--- src/design/bmd_pkg.sv ---
// shared types and constants for the bufr message deframer
// no dependencies

package bmd_pkg;

    localparam int SYNC_LEN        = 4;
    localparam int HEADER_LEN      = 8;
    localparam int MIN_LEN         = 12;
    localparam int QUEUE_DEPTH_DEF = 4;

    // sync word, index 0 is the first letter
    localparam logic [3:0][7:0] SYNC_WORD = {8'h52, 8'h46, 8'h55, 8'h42};

    localparam logic [1:0] ST_DATA  = 2'd0;
    localparam logic [1:0] ST_SHORT = 2'd1;
    localparam logic [1:0] ST_TRUNC = 2'd2;
    localparam logic [1:0] ST_NOMSG = 2'd3;

    localparam logic [1:0] K_ONE   = 2'd0;
    localparam logic [1:0] K_SYNC  = 2'd1;
    localparam logic [1:0] K_SHORT = 2'd2;

    typedef struct packed {
        logic [1:0]  kind;
        logic [7:0]  data;
        logic        last;
        logic [1:0]  status;
        logic [31:0] offset;
    } t_cmd;

endpackage

--- src/design/bmd_front.sv ---
// front end: sync hunt, header parse and length tracking, at most one command per beat
// depends on bmd_pkg

module bmd_front (
    input  logic          i_clk,
    input  logic          i_rst_n,
    input  logic          i_accept,
    input  logic [7:0]    i_data_byte,
    input  logic          i_end_of_input,
    output logic          o_push,
    output bmd_pkg::t_cmd o_cmd
);
    import bmd_pkg::*;

    localparam logic [1:0] PH_SEARCH = 2'd0;
    localparam logic [1:0] PH_HEADER = 2'd1;
    localparam logic [1:0] PH_BODY   = 2'd2;

    logic [1:0]  r_phase, n_phase;
    logic [2:0]  r_sync, n_sync;
    logic [23:0] r_dl, n_dl;
    logic [23:0] r_bim, n_bim;
    logic [31:0] r_pos, n_pos;
    logic [31:0] r_start, n_start;

    logic [2:0]  sync_next;
    logic [23:0] bim_inc;
    logic        letter_hit;

    assign letter_hit = !r_sync[2] && (i_data_byte == SYNC_WORD[r_sync[1:0]]);
    assign bim_inc    = r_bim + 24'd1;

    always_comb begin
        n_phase = r_phase;
        n_sync  = r_sync;
        n_dl    = r_dl;
        n_bim   = r_bim;
        n_pos   = r_pos;
        n_start = r_start;
        o_push  = 1'b0;
        o_cmd   = '{kind: K_ONE, data: i_data_byte, last: 1'b0, status: ST_DATA,
                    offset: r_start};
        sync_next = 3'd0;
        if (i_accept) begin
            if (i_end_of_input) begin
                o_push      = 1'b1;
                o_cmd.data  = 8'd0;
                o_cmd.last  = 1'b1;
                if (r_phase == PH_SEARCH) begin
                    o_cmd.status = ST_NOMSG;
                    o_cmd.offset = 32'd0;
                end else begin
                    o_cmd.status = ST_TRUNC;
                end
                n_phase = PH_SEARCH;
                n_sync  = 3'd0;
                n_dl    = 24'd0;
                n_bim   = 24'd0;
            end else begin
                n_pos = r_pos + 32'd1;
                unique case (r_phase)
                    PH_SEARCH: begin
                        if (letter_hit) begin
                            sync_next = r_sync + 3'd1;
                        end else begin
                            sync_next = (i_data_byte == SYNC_WORD[0]) ? 3'd1 : 3'd0;
                        end
                        if (sync_next == 3'(SYNC_LEN)) begin
                            n_start      = r_pos - 32'(SYNC_LEN - 1);
                            o_push       = 1'b1;
                            o_cmd.kind   = K_SYNC;
                            o_cmd.offset = r_pos - 32'(SYNC_LEN - 1);
                            n_phase      = PH_HEADER;
                            n_sync       = 3'd0;
                            n_bim        = 24'(SYNC_LEN);
                            n_dl         = 24'd0;
                        end else begin
                            n_sync = sync_next;
                        end
                    end
                    PH_HEADER: begin
                        o_push = 1'b1;
                        if (r_bim < 24'(HEADER_LEN - 1)) begin
                            n_dl = {r_dl[15:0], i_data_byte};
                        end
                        n_bim = bim_inc;
                        if (bim_inc == 24'(HEADER_LEN)) begin
                            if (n_dl < 24'(MIN_LEN)) begin
                                o_cmd.kind = K_SHORT;
                                n_phase    = PH_SEARCH;
                                n_sync     = 3'd0;
                                n_dl       = 24'd0;
                                n_bim      = 24'd0;
                            end else begin
                                n_phase = PH_BODY;
                            end
                        end
                    end
                    default: begin
                        o_push = 1'b1;
                        if (bim_inc == r_dl) begin
                            o_cmd.last = 1'b1;
                            n_phase    = PH_SEARCH;
                            n_sync     = 3'd0;
                            n_dl       = 24'd0;
                            n_bim      = 24'd0;
                        end else begin
                            n_bim = bim_inc;
                        end
                    end
                endcase
            end
        end
    end

    always_ff @(posedge i_clk) begin
        if (!i_rst_n) begin
            r_phase <= PH_SEARCH;
            r_sync  <= 3'd0;
            r_dl    <= 24'd0;
            r_bim   <= 24'd0;
            r_pos   <= 32'd0;
            r_start <= 32'd0;
        end else begin
            r_phase <= n_phase;
            r_sync  <= n_sync;
            r_dl    <= n_dl;
            r_bim   <= n_bim;
            r_pos   <= n_pos;
            r_start <= n_start;
        end
    end

endmodule

--- src/design/bmd_queue.sv ---
// command queue between front end and back end
// depends on bmd_pkg

module bmd_queue #(
    parameter int DEPTH = bmd_pkg::QUEUE_DEPTH_DEF
) (
    input  logic          i_clk,
    input  logic          i_rst_n,
    input  logic          i_push,
    input  bmd_pkg::t_cmd i_cmd,
    input  logic          i_pop,
    output bmd_pkg::t_cmd o_head,
    output logic          o_empty,
    output logic          o_full
);
    import bmd_pkg::*;

    localparam int AW = (DEPTH > 1) ? $clog2(DEPTH) : 1;
    localparam int CW = $clog2(DEPTH + 1);

    t_cmd          r_mem [DEPTH];
    logic [AW-1:0] r_head, n_head;
    logic [AW-1:0] r_tail, n_tail;
    logic [CW-1:0] r_count, n_count;

    assign o_empty = (r_count == CW'(0));
    assign o_full  = (r_count == CW'(DEPTH));
    assign o_head  = r_mem[r_head];

    always_comb begin
        n_head  = r_head;
        n_tail  = r_tail;
        n_count = r_count;
        if (i_push) begin
            n_tail = (r_tail == AW'(DEPTH - 1)) ? AW'(0) : r_tail + AW'(1);
        end
        if (i_pop) begin
            n_head = (r_head == AW'(DEPTH - 1)) ? AW'(0) : r_head + AW'(1);
        end
        if (i_push && !i_pop) begin
            n_count = r_count + CW'(1);
        end else if (!i_push && i_pop) begin
            n_count = r_count - CW'(1);
        end
    end

    always_ff @(posedge i_clk) begin
        if (i_push) begin
            r_mem[r_tail] <= i_cmd;
        end
    end

    always_ff @(posedge i_clk) begin
        if (!i_rst_n) begin
            r_head  <= '0;
            r_tail  <= '0;
            r_count <= '0;
        end else begin
            r_head  <= n_head;
            r_tail  <= n_tail;
            r_count <= n_count;
        end
    end

`ifndef SYNTHESIS
    a_no_overflow: assert property (@(posedge i_clk) disable iff (!i_rst_n)
        i_push && o_full |-> i_pop)
        else $error("queue push while full");
    a_no_underflow: assert property (@(posedge i_clk) disable iff (!i_rst_n)
        i_pop |-> !o_empty)
        else $error("queue pop while empty");
    a_drain: assert property (@(posedge i_clk) disable iff (!i_rst_n)
        i_pop && !i_push && r_count == CW'(1) |=> o_empty)
        else $error("queue not empty after last pop");
`endif

endmodule

--- src/design/bmd_back.sv ---
// back end: expands commands into output beats through an output register
// depends on bmd_pkg

module bmd_back (
    input  logic          i_clk,
    input  logic          i_rst_n,
    input  bmd_pkg::t_cmd i_head,
    input  logic          i_empty,
    output logic          o_pop,
    output logic          o_valid,
    input  logic          i_ready,
    output logic [7:0]    o_out_byte,
    output logic          o_first_of_message,
    output logic          o_last_of_message,
    output logic [1:0]    o_status,
    output logic [31:0]   o_message_offset
);
    import bmd_pkg::*;

    logic        r_valid;
    logic [1:0]  r_beat, n_beat;
    logic [7:0]  r_byte;
    logic        r_first;
    logic        r_last;
    logic [1:0]  r_status;
    logic [31:0] r_offset;

    logic        load;
    logic [7:0]  b_byte;
    logic        b_first;
    logic        b_last;
    logic [1:0]  b_status;
    logic        b_end;

    assign load = !r_valid || i_ready;

    always_comb begin
        b_byte   = i_head.data;
        b_first  = 1'b0;
        b_last   = 1'b0;
        b_status = ST_DATA;
        b_end    = 1'b1;
        unique case (i_head.kind)
            K_ONE: begin
                b_last   = i_head.last;
                b_status = i_head.status;
            end
            K_SYNC: begin
                b_byte  = SYNC_WORD[r_beat];
                b_first = (r_beat == 2'd0);
                b_end   = (r_beat == 2'(SYNC_LEN - 1));
            end
            K_SHORT: begin
                if (r_beat != 2'd0) begin
                    b_byte   = 8'd0;
                    b_last   = 1'b1;
                    b_status = ST_SHORT;
                end
                b_end = (r_beat != 2'd0);
            end
            default: begin
                b_last   = i_head.last;
                b_status = i_head.status;
            end
        endcase
    end

    assign o_pop  = load && !i_empty && b_end;
    assign n_beat = (load && !i_empty) ? (b_end ? 2'd0 : r_beat + 2'd1) : r_beat;

    always_ff @(posedge i_clk) begin
        if (!i_rst_n) begin
            r_valid <= 1'b0;
            r_beat  <= 2'd0;
        end else begin
            r_beat <= n_beat;
            if (load) begin
                r_valid <= !i_empty;
            end
        end
    end

    always_ff @(posedge i_clk) begin
        if (load && !i_empty) begin
            r_byte   <= b_byte;
            r_first  <= b_first;
            r_last   <= b_last;
            r_status <= b_status;
            r_offset <= i_head.offset;
        end
    end

    assign o_valid            = r_valid;
    assign o_out_byte         = r_byte;
    assign o_first_of_message = r_first;
    assign o_last_of_message  = r_last;
    assign o_status           = r_status;
    assign o_message_offset   = r_offset;

`ifndef SYNTHESIS
    a_first_is_b: assert property (@(posedge i_clk) disable iff (!i_rst_n)
        r_valid && r_first |-> r_byte == SYNC_WORD[0] && !r_last && r_status == ST_DATA)
        else $error("first beat is not a sync letter");
    a_status_ends: assert property (@(posedge i_clk) disable iff (!i_rst_n)
        r_valid && r_status != ST_DATA |-> r_last && r_byte == 8'd0)
        else $error("status beat not final or carries a byte");
    a_beat_idle: assert property (@(posedge i_clk) disable iff (!i_rst_n)
        i_empty |=> $stable(r_beat))
        else $error("beat counter moved with no command");
`endif

endmodule

--- src/design/bufr_message_deframer.sv ---
// top level of the bufr message deframer
// depends on bmd_pkg, bmd_front, bmd_queue, bmd_back

// Accepts one stream byte or end mark per cycle and emits one result beat per
// cycle while the queue holds a command and the output is ready. Every input
// beat is classified in the front end in the cycle it is accepted and becomes
// at most one command in a queue of QUEUE_DEPTH entries (a byte that does not
// complete the sync word while searching yields none); the back end turns each
// command into one to four output beats (four for a completed sync word, two
// for a header with a length under 12) through a registered output stage.
// Input is stalled only while the queue is full, which happens when sync
// bursts or output backpressure outpace the single output beat per cycle.
module bufr_message_deframer #(
    parameter int QUEUE_DEPTH = bmd_pkg::QUEUE_DEPTH_DEF
) (
    input  logic        i_clk,
    input  logic        i_rst_n,
    input  logic        i_valid,
    output logic        o_ready,
    input  logic [7:0]  i_data_byte,
    input  logic        i_end_of_input,
    output logic        o_valid,
    input  logic        i_ready,
    output logic [7:0]  o_out_byte,
    output logic        o_first_of_message,
    output logic        o_last_of_message,
    output logic [1:0]  o_status,
    output logic [31:0] o_message_offset
);
    import bmd_pkg::*;

    t_cmd push_cmd;
    t_cmd head_cmd;
    logic push;
    logic pop;
    logic q_empty;
    logic q_full;

    assign o_ready = !q_full;

    bmd_front u_front (
        .i_clk          (i_clk),
        .i_rst_n        (i_rst_n),
        .i_accept       (i_valid && !q_full),
        .i_data_byte    (i_data_byte),
        .i_end_of_input (i_end_of_input),
        .o_push         (push),
        .o_cmd          (push_cmd)
    );

    bmd_queue #(
        .DEPTH (QUEUE_DEPTH)
    ) u_queue (
        .i_clk   (i_clk),
        .i_rst_n (i_rst_n),
        .i_push  (push),
        .i_cmd   (push_cmd),
        .i_pop   (pop),
        .o_head  (head_cmd),
        .o_empty (q_empty),
        .o_full  (q_full)
    );

    bmd_back u_back (
        .i_clk              (i_clk),
        .i_rst_n            (i_rst_n),
        .i_head             (head_cmd),
        .i_empty            (q_empty),
        .o_pop              (pop),
        .o_valid            (o_valid),
        .i_ready            (i_ready),
        .o_out_byte         (o_out_byte),
        .o_first_of_message (o_first_of_message),
        .o_last_of_message  (o_last_of_message),
        .o_status           (o_status),
        .o_message_offset   (o_message_offset)
    );

endmodule
--- config.mk ---
export PLATFORM = sky130hd
export DESIGN_NAME = bufr_message_deframer
export DESIGN_NICKNAME = d
export VERILOG_FILES = /design/src/design/bmd_pkg.sv /design/src/design/bmd_front.sv /design/src/design/bmd_queue.sv /design/src/design/bmd_back.sv /design/src/design/bufr_message_deframer.sv
export SDC_FILE = /design/constraint.sdc
export NUM_CORES = 1
export LEC_CHECK = 0
export BUFFER_PORTS_ARGS = -buffer_cell sky130_fd_sc_hd__buf_2
export CAP_MARGIN = 10
export CORE_MARGIN = 8
export CORE_UTILIZATION = 55
export DETAILED_ROUTE_END_ITERATION = 10
export PLACE_DENSITY = 0.81
export SLEW_MARGIN = 20
export SYNTH_ARGS = -nofsm -noshare
export SYNTH_HDL_FRONTEND = slang
export SYNTH_HIERARCHICAL = 1
export SYNTH_SLANG_ARGS = --single-unit
--- constraint.sdc ---
create_clock -name i_clk -period 11.2 [get_ports i_clk]
set_input_delay 1.12 -clock i_clk [delete_from_list [all_inputs] [get_ports i_clk]]
set_output_delay 1.12 -clock i_clk [all_outputs]
set_load 0.02 [all_outputs]
Yosys cells after proc, flatten, opt, wreduce, memory -nomap -nowiden
Memory sizes are Yosys's and may differ from the RTL's. A register that Yosys moved wholly into a read port is not among the register bits. Cells that the tools add are included. W data, S select, Z words.

Multipliers: 0. $add $sub $neg: 9. Bitwise gates (word level): 1. Shift-type cells: 0. Magnitude comparators: 4. Div/mod/pow operators: 0. Reductions and logical operators: 25. Multiplexer cells: 73. Eq/ne operators: 15.

Operators with widths (number): $mux W24 (14); $mux W32 (4); $pmux W24 S2 (2); $mux W45 (1); $mux W3 (11); $add A32 B1 Y32 const B (1); $bmux W8 S2 (2); $mux W8 (4); $sub A32 B2 Y32 const B (1); $mux W2 (14); $add A24 B1 Y24 const B (1); $eq A24 B24 Y1 (1); $eq A24 B4 Y1 const B (1); $lt A24 B3 Y1 const B (1); $lt A24 B4 Y1 const B (1); $pmux W8 S2 (1); $mux W1 (14); $pmux W2 S2 (3); $eq A2 B2 Y1 const B (4); $eq A8 B7 Y1 const B (1); $eq A8 B8 Y1 (1); $reduce_and A4 Y1 (2); $add A2 B1 Y2 const B (3); $add A3 B1 Y3 const B (2); other kinds (19) (37).

Memories kept: 1. Memory bits (read-only): 0. RAM bits: 180. Register bits after elaboration: 171. Bits in latches: 0.

Memories: u_queue.r_mem (depth 4, width 45, rd ports 1, clocked after memory_dff 1, write ports 1, line bmd_queue.sv:21) `t_cmd r_mem [DEPTH];`.

Logic depth before layout (Yosys ltp)
Depth in word-level cells: 17. Mapped depth: 16. Gate-level depth less buffers: 16.

Hierarchy
Netlist, hierarchy kept.

By module, submodules not included: bmd_front (cells an instance 909, times used 1, sequential area each 2342.2 sq um, area an instance 7225.7 sq um); bmd_queue (cells an instance 279, times used 1, sequential area each 5585.4 sq um, area an instance 7010.5 sq um); bmd_back (cells an instance 93, times used 1, sequential area each 1381.3 sq um, area an instance 1712.9 sq um); bufr_message_deframer (cells an instance 2, times used 1, sequential area each 0.0 sq um, area an instance 10.0 sq um).

Least setup slack after synthesis
No wires, ideal clock.

Path type: input to register. From: in i_data_byte[3]. To: mem u_queue/r_mem[0][0] (netlist name), enable pin. Arrival time: 4.070 ns. Setup slack: 6.723 ns. Required time: 10.793 ns. Stages: 9. Cell sequence: or4b_2 nor2_1 nand2_1 nor3_1 nand2_1 o21ai_0 nand2_1 inv_1 and2_1.

Longest elaborated chain between the ends: 13. Elaborated cells on any way between the ends: 15. Those cells by class: eq/ne (3); mux (11); reduce/logical (1).

RTL lines: start: declaration (line bufr_message_deframer.sv:20) `input logic [7:0] i_data_byte,`; $eq A8 B7 Y1 / $eq A8 B8 Y1 (equally long branches) (line bmd_front.sv:66, bmd_front.sv:30); $mux W1 / $logic_and A1 B1 Y1 (equally long branches) (line bmd_front.sv:66, bmd_front.sv:30); $mux W3 * (line bmd_front.sv:63) `if (letter_hit) begin`; $mux W3 * (line bmd_front.sv:61) `unique case (r_phase)`; $mux W3 * (line bmd_front.sv:45) `if (i_end_of_input) begin`; $mux W3 * (line bmd_front.sv:44) `if (i_accept) begin`; $eq A3 B3 Y1 * (line bmd_front.sv:68) `if (sync_next == 3'(SYNC_LEN)) begin`; $mux W1 * (line bmd_front.sv:68); $mux W1 * (line bmd_front.sv:61); $mux W1 * (line bmd_front.sv:45); $mux W1 * (line bmd_front.sv:44); via push (line bufr_message_deframer.sv:34) `logic push;`; $mux W1 * (line bmd_queue.sv:48) `if (i_push) begin`; $mux W1 (not written as such) * (line bmd_queue.sv:49) `r_mem[r_tail] <= i_cmd;`; end: declaration (line bmd_queue.sv:21).

Mark *: on every way through the listed nets, which the timed path passes. The rest lies on a longest branch. The select of a mux whose other input is x is not followed.

Worst setup path after layout
From: in i_data_byte[3]. To: reg u_front.r_start[1].

Longest elaborated chain between the ends: 9. Elaborated cells on any way between the ends: 11. Those cells by class: eq/ne (3); mux (7); reduce/logical (1).

RTL lines: $eq A8 B7 Y1 / $eq A8 B8 Y1 (equally long branches) (line bmd_front.sv:66, bmd_front.sv:30); $mux W1 / $logic_and A1 B1 Y1 (equally long branches) (line bmd_front.sv:66, bmd_front.sv:30); $mux W3 * (line bmd_front.sv:63); $mux W3 * (line bmd_front.sv:61); $mux W3 * (line bmd_front.sv:45); $mux W3 * (line bmd_front.sv:44); $eq A3 B3 Y1 * (line bmd_front.sv:68); $mux W32 * (2 in a row); end signal: assignment (line bmd_front.sv:130) `r_start <= n_start;`; end: declaration (line bmd_front.sv:24) `logic [31:0] r_start, n_start;`.

Every way passes the cells marked *; elsewhere a longest branch is shown, timed or not. The select of a mux whose other input is x is not followed. A chain may end at the register's enable or synchronous reset.

==> flow_metrics.env <==
export IMPL_die_w_um=186
export IMPL_synth_top_area_share=0.421
export IMPL_irDropWorstVdd_uv=148
export IMPL_io_pins=59
export IMPL_clock_sinks=353
export IMPL_synthMuxAreaShare=0.0723
export IMPL_layout_drive_gt1_share=0.147
export IMPL_drt_pre_antenna_iters=7
export IMPL_ys_warn_count=6
export IMPL_synthXorXnorAreaFrac=0.0520
export IMPL_period_minus_slack_ns=4.33
export IMPL_tightest_slew_ns=1.08
export IMPL_cts_buffers_inserted=35
export IMPL_synth_cell_area_sq_mm=0.0160
export IMPL_drc=0
export IMPL_ys_types=84
export IMPL_insertedDiodeCount=0
export IMPL_clkLatencyLatePin_ns=0.52
export IMPL_outcome="finished, final reports clean"
export IMPL_yosysTopAreaCell="edfxtp_1"
export IMPL_root_buffer="clkbuf_16"
export IMPL_avgRoutedWirePerCell_um=19.4
export IMPL_die_h_um=186
export IMPL_fin_crit_sh=0.387
export IMPL_via_per_inst=5.99
export IMPL_hold_viol=0
export IMPL_yosysSeqAreaShare=0.583
export IMPL_h_tree_depth=2
export IMPL_worstSetupStartpointType="primary input"
export IMPL_synthCells=1283
export IMPL_post_cts_buffers=0
export IMPL_cts_resized=0
export IMPL_placed_area_sq_mm=0.0164
export IMPL_final_cell_area_sq_mm=0.0175
export IMPL_p_per_area_mw_per_mm2=200
export IMPL_hpwlAfterDp_mm=20.8
export IMPL_path_clk_slew_ns=0.06
export IMPL_worstPathMaxFanout=34
export IMPL_portBuffers=58
export IMPL_syn_nets=1314
export IMPL_grt_pass1_vias=10200
export IMPL_multiInputGateArea_sq_mm=0.00612
export IMPL_seq_area_sq_mm=0.00931
export IMPL_clockBufferDepth=3
export IMPL_clock_skew_ns=0.0181
export IMPL_maxCapViolations=0
export IMPL_synth_top_family_by_area="simple AND/OR/NAND/NOR gates"
export IMPL_required_ns=11.63
export IMPL_core_sq_mm=0.0286
export IMPL_start_util=0.558
export IMPL_dieArea_sq_mm=0.0347
export IMPL_timing_fmax_ghz=0.231
export IMPL_synth_compound_area_frac=0.0964
export IMPL_nets=1335
export IMPL_totalWireLength_mm=33.2
export IMPL_leakagePower_nw=6.45
export IMPL_grt_antenna_before_repair=0
export IMPL_synthSimpleGateAreaFrac=0.147
export IMPL_final_max_slew_viol_count=0
export IMPL_num_rows=62
export IMPL_synth_edf_count=224
export IMPL_ys_ff_latch=353
export IMPL_grt_pass1_wl_mm=53.6
export IMPL_synth_most_common_cell="edfxtp_1"
export IMPL_gp_congestion=0.902
export IMPL_area_delta_synth_final_pct=9.93
export IMPL_syn_mean_instance_area_sq_um=12.4
export IMPL_grt_remaining_overflow=0
export IMPL_tritoncts="yes"
export IMPL_slew_headroom=0.273
export IMPL_grt_max_degree=90
export IMPL_grt_usage=0.186
export IMPL_worstSetupPathType="in2reg"
export IMPL_ys_flop_type="edfxtp_1"
export IMPL_drt_iter0_markers=1021
export IMPL_vias=10300
export IMPL_yosys_top_cells_area="edfxtp_1 42%, dfxtp_1 16%, mux4_2 5.6%"
export IMPL_placedCellCount=1651
export IMPL_hold_buffers=0
export IMPL_rsz0062_at_grt="false"
export IMPL_worstPathArrival_ns=4.76
export IMPL_synth_fa_ha_area_frac=0.0146
export IMPL_tns_ns=0
export IMPL_synth_async_reset_ratio=0
export IMPL_endpoint_kind="register"
export IMPL_hold_class="reg2reg"
export IMPL_ys_top_cells_by_count="224 x edfxtp_1, 129 x dfxtp_1, 104 x nand2_1"
export IMPL_drtAntennaViolNets=0
export IMPL_stdcell_count=1715
export IMPL_nFillCells=2115
export IMPL_setup_violations_final=0
[registers in the layout (all words and copies together) (netlist names), named ones only]
name / cells
u_back/o_first_of_message: 1
u_back/o_last_of_message: 1
u_back/o_message_offset: 32
u_back/o_out_byte: 8
u_back/o_status: 2
u_back/o_valid: 1
u_back/r_beat: 2
u_front/r_bim: 24
u_front/r_dl: 24
u_front/r_phase: 2
u_front/r_pos: 32
u_front/r_start: 32
u_front/r_sync: 3
u_queue/r_count: 3
u_queue/r_head: 2
u_queue/r_mem: 180
u_queue/r_tail: 2
[placed cells by master (no fill, tap or decap), drive strengths merged, types with 10 or more instances in the layout]
| cell type | count |
|---|---|
| a21boi | 12 |
| a21o | 28 |
| a21oi | 34 |
| a22o | 27 |
| and2 | 49 |
| and3 | 20 |
| buf | 71 |
| clkbuf | 52 |
| dfxtp | 129 |
| edfxtp | 224 |
| ha | 17 |
| inv | 29 |
| mux2i | 11 |
| mux4 | 45 |
| nand2 | 104 |
| nand2b | 10 |
| nand3 | 35 |
| nand4 | 22 |
| nor2 | 57 |
| nor2b | 30 |
| nor3 | 35 |
| nor4 | 23 |
| o211a | 10 |
| o21ai | 51 |
| or3 | 19 |
| xnor2 | 63 |
| xor2 | 29 |
[routing by layer]
layer,vias to the layer above,part of all wire,GRT usage
met1,5018,0.41,0.238
li1,4803,-,-
met4,0,0.021,0.0545
met5,-,0,0
met3,59,0.068,0.0323
met2,397,0.50,0.319
[metrics by stage]
stage	total power (W)	setup slack, ns	hold WS (ns)	util
2_1_floorplan	0.00220	6.72	0.444	-
5_1_grt	0.00365	6.47	0.497	0.613
3_5_place_dp	0.00238	6.39	0.469	0.573
4_1_cts	0.00354	6.88	0.478	0.613
6_report	0.00351	6.87	0.477	0.613
3_3_place_gp	0.00235	6.56	0.453	0.573
[report_power, final]
| part | switching, W | total [W] | internal [W] |
|---|---|---|---|
| Clock | 0.000483 | 0.00116 | 0.000676 |
| Sequential | 0.0000437 | 0.00162 | 0.00157 |
| Combinational | 0.000454 | 0.000730 | 0.000276 |
[area by class of cell]
class	count	area share
Clock inverter	12	0.00984
Inverter	28	0.00599
Sequential cell	353	0.531
Clock buffer	52	0.0553
Timing Repair Buffer	71	0.0221
Multi-Input combinational cell	815	0.349
Tap cell	384	0.0274
[critical path: stages]
cell and delay [ns]:
buf_2 0.12, or4b_2 0.69, nor2_1 0.14, nand2_1 0.07
nor3_1 0.29, nand2_1 0.21, nor4_4 0.74, nand2_1 0.10
buf_4 0.29, inv_1 0.58, nand2_1 0.16, a21boi_0 0.23
[logic make-up after synthesis]
group	count (synthesis)
simple gates	431
buf+inv	115
mux	57
fa+ha+maj	18
xor+xnor	93
flops	353
compound gates	216
[final timing paths]
path / startpoint / to / slack [ns] / cells past startpoint
worst min register to register: u_front/r_sync[2] / u_front/r_sync[2] / 0.48 / 2
worst max-delay path: i_data_byte[3] / u_front/r_start[1] / 6.87 / 12
worst min-delay path: u_front/r_sync[2] / u_front/r_sync[2] / 0.48 / 2
worst max register to register: u_front/r_bim[0] / u_front/r_bim[16] / 6.91 / 11
(Power assumes the default switching activity.)
